==> src/rtl/core/wbts_pkg.sv <==
// Shared constants, codes and helper functions of the wrapped bilinear texture sampler.
// No dependencies; the top level, wbts_axis, the checker and the testbench import this package.
package wbts_pkg;

	localparam int MaxWidthDef      = 256;
	localparam int MaxHeightDef     = 256;
	localparam int MaxChannelsDef   = 4;
	localparam int CoordFracBitsDef = 16;

	localparam int ExtentW = 9;
	localparam int CountW  = 3;
	localparam int PaddrW  = 4;

	localparam logic [1:0] RegWidth  = 2'd0;
	localparam logic [1:0] RegHeight = 2'd1;
	localparam logic [1:0] RegCount  = 2'd2;

	localparam logic [1:0] FuncWrite    = 2'd0;
	localparam logic [1:0] FuncRead     = 2'd1;
	localparam logic [1:0] FuncNearest  = 2'd2;
	localparam logic [1:0] FuncBilinear = 2'd3;

	// Zero reads as one; values above the limit saturate to the limit.
	function automatic logic [ExtentW-1:0] clamp_reg(input logic [ExtentW-1:0] v,
		input int unsigned maxv);
		logic [ExtentW-1:0] r;
		if (v == '0) begin
			r = ExtentW'(1);
		end else if (32'(v) > maxv) begin
			r = ExtentW'(maxv);
		end else begin
			r = v;
		end
		return r;
	endfunction

	// Byte mask of the channels in use.
	function automatic logic [31:0] chan_mask(input logic [CountW-1:0] n);
		logic [31:0] m;
		case (n)
			3'd1:    m = 32'h0000_00FF;
			3'd2:    m = 32'h0000_FFFF;
			3'd3:    m = 32'h00FF_FFFF;
			default: m = 32'hFFFF_FFFF;
		endcase
		return m;
	endfunction

endpackage

==> src/rtl/core/wbts_axis.sv <==
// Splits a repeating fractional coordinate into main texel, neighbor texel and main weight.
// Depends on wbts_pkg for the extent width.
module wbts_axis #(
	parameter int FRAC = 16
) (
	input  logic [FRAC-1:0]             coord,
	input  logic [wbts_pkg::ExtentW-1:0] extent,
	output logic [wbts_pkg::ExtentW-1:0] idx0,
	output logic [wbts_pkg::ExtentW-1:0] idx1,
	output logic [FRAC:0]                w0
);
	import wbts_pkg::*;

	localparam logic [FRAC:0] One  = (FRAC+1)'(1) << FRAC;
	localparam logic [FRAC:0] Half = (FRAC+1)'(1) << (FRAC - 1);

	logic [FRAC+ExtentW-1:0] prod;
	logic [ExtentW-1:0]      pos;
	logic [ExtentW-1:0]      last;
	logic [FRAC-1:0]         frac;

	always_comb begin
		prod = (FRAC+ExtentW)'(coord) * (FRAC+ExtentW)'(extent);
		pos  = prod[FRAC+ExtentW-1:FRAC];
		frac = prod[FRAC-1:0];
		last = extent - ExtentW'(1);
		idx0 = (pos >= extent) ? last : pos;
		// The neighbor lies on the side of the texel center that the position falls on.
		if ({1'b0, frac} < Half) begin
			idx1 = (idx0 == '0) ? last : idx0 - ExtentW'(1);
			w0   = {1'b0, frac} + Half;
		end else begin
			idx1 = (idx0 == last) ? '0 : idx0 + ExtentW'(1);
			w0   = One - {1'b0, frac} + Half;
		end
	end
endmodule

==> config.mk <==
export PLATFORM = sky130hd
export DESIGN_NAME = wbts_axis
export DESIGN_NICKNAME = d
export VERILOG_FILES = /design/src/rtl/core/wbts_pkg.sv /design/src/rtl/core/wbts_axis.sv
export SDC_FILE = /design/constraint.sdc
export NUM_CORES = 1
export LEC_CHECK = 0
export BUFFER_PORTS_ARGS = -buffer_cell sky130_fd_sc_hd__buf_4
export CAP_MARGIN = 20
export CORE_ASPECT_RATIO = 1.4
export CORE_MARGIN = 2
export CORE_UTILIZATION = 35
export DETAILED_ROUTE_END_ITERATION = 6
export PLACE_DENSITY = 0.63
export SLEW_MARGIN = 0
export SYNTH_ARGS = -nofsm -noshare
export SYNTH_HDL_FRONTEND = slang
export SYNTH_SLANG_ARGS = --single-unit
==> constraint.sdc <==
create_clock -name vclk -period 20
set_clock_uncertainty 0.2 [all_clocks]
set_input_delay 2 -clock vclk [all_inputs]
set_output_delay 2 -clock vclk [all_outputs]
set_load 0.05 [all_outputs]
==> qor.yml <==
ant_nets: 0
drc_errors: 0
slew_headroom_pct: 31.4
hp-start: "coord[0]"
synth_cell_type_count: 61
row_count: 57
hold_violations: 0
seq_cells: 0
grt.overflow.total: 0
start_kind: "primary input"
yosysTopAreaCellShare_pct: 31.9
wl_per_cell_um: 15.4
worstPathArrival_ps: 9320
final_layout_size_suffix_gt1_share_pct: 9.26
critPathMaxFanout: 18
synth_seq_area_share_pct: 0
required_ps: 17800
status: "complete, no violations"
gp_congestion: 0.916
nFillCells: 1875
crit_family: "adder cells"
fmax_mhz: 86.8
seqCellArea_um2: 0
io_buffer_count: 60
grt_pass1_vias: 5830
antennaDiodeCount: 0
crit_buf_inv: 4
syn_inst: 793
area_growth_pct: 9.70
final_common_cell: "inv_1"
dr.first_iter.drc_count: 196
worstMarginPinSlew_ps: 1020
min_period_ps: 11520
finalCritPeriodShare_pct: 57.6
coreArea_um2: 17400
endpoint_kind: "output port"
ys_warn_count: 0
track_usage_pct: 18.3
multi_input_area_um2: 5510
hold_depth: 4
fin_nets: 1003
postCtsSetupBuffers: 0
rsz0062_at_grt: "false"
die_h_um: 162
setup_tns_ps: 0
synth_area_leaders: "fa_1 32%, ha_1 11%, inv_1 8.9%"
synth_nets: 973
drt_pass1_iterations: 4
yosysTopAreaCell: "fa_1"
start_util_pct: 35.7
num_io_pins: 60
criticalPathCategory: "primary input to output port"
netlist_area_um2: 6220
n_clock_buffer: 0
drv_cap: 0
ctsHoldBuffers: 0
grt_max_degree: 23
dieArea_um2: 18900
viasPerCell: 5.18
post_cts_resized: 0
crit_top_cell: "fa_1"
antenna_found_initial: 0
setup_viol: 0
post_synth.cell_area_avg_um2: 7.84
totalWireLength_um: 16300
worstHoldPathType: "primary input to output port"
grt_pass1_wl_um: 28000
dpl.hpwl_um: 13700
vias: 5471
die_w_um: 117
min_to: "w0[0]"
critPathSlowestCell: "a21o_1"
finalMaxSlewViolations: 0
cp_slowest_stage_delay_ps: 580
final_cell_mix: "148 x inv_1, 102 x nand2_1, 99 x fa_1"
how the worst max path moves through the flow:
stage	from	endpoint	slack (ps)	cells after the start
global placement	extent[7]	idx1[8]	8520	25
global route	extent[7]	idx1[8]	7950	25
CTS	extent[7]	idx1[2]	8470	25
finish	extent[7]	idx1[0]	8480	25
floorplan	extent[2]	idx1[8]	7870	29
detailed placement	extent[7]	idx1[2]	8480	25
cell usage after synthesis, drive strengths merged (6+ instances only):
cell type,number
o21ai,23
xnor2,28
and2,81
o21a,6
ha,56
fa,99
nor2,23
clkbuf,21
nor4,8
a21o,7
nor3,11
nand3,9
inv,148
a21oi,41
o211ai,13
nand4,13
nand2,102
buf,12
xor2,15
layer usage:
metal,global-route usage (%),wire (µm)
met5,0,0
met2,37.7,9400
met4,4.39,521
met1,19.9,6110
met3,0.485,276
kinds of logic (layout without fill, tap and decap cells):
family          count (synthesis)  count (layout)  share of synthesized area [%]
buf+inv                       181             209                           11.3
mux                             8               8                           1.61
xor+xnor                       44              44                           6.42
fa+ha+maj                     155             155                           43.1
simple gates                  272             272                           22.3
compound gates                133             133                           15.2
area by class of cell:
type,count,area share [%]
multi-input combinational,612,80.8
inverter,148,8.14
timing repair buffer,61,6.71
tap,236,4.33
through the flow:
stage / cells / worst slack (ps) / hold WS, ps / util [%] / cell area [µm²]
floorplan: 793 / 7870 / 4070 / - / 6220
global placement: 1057 / 8520 / 4290 / 39.2 / 6820
detailed placement: 1057 / 8480 / 4290 / 39.2 / 6820
CTS: 1057 / 8470 / 4300 / 39.2 / 6820
global route: 1057 / 7950 / 4310 / 39.2 / 6820
finish: 1057 / 8480 / 4290 / 39.2 / 6820
Power is not shown: default switching activity piles up to over one toggle a cycle in this logic, so the estimate is an artifact.
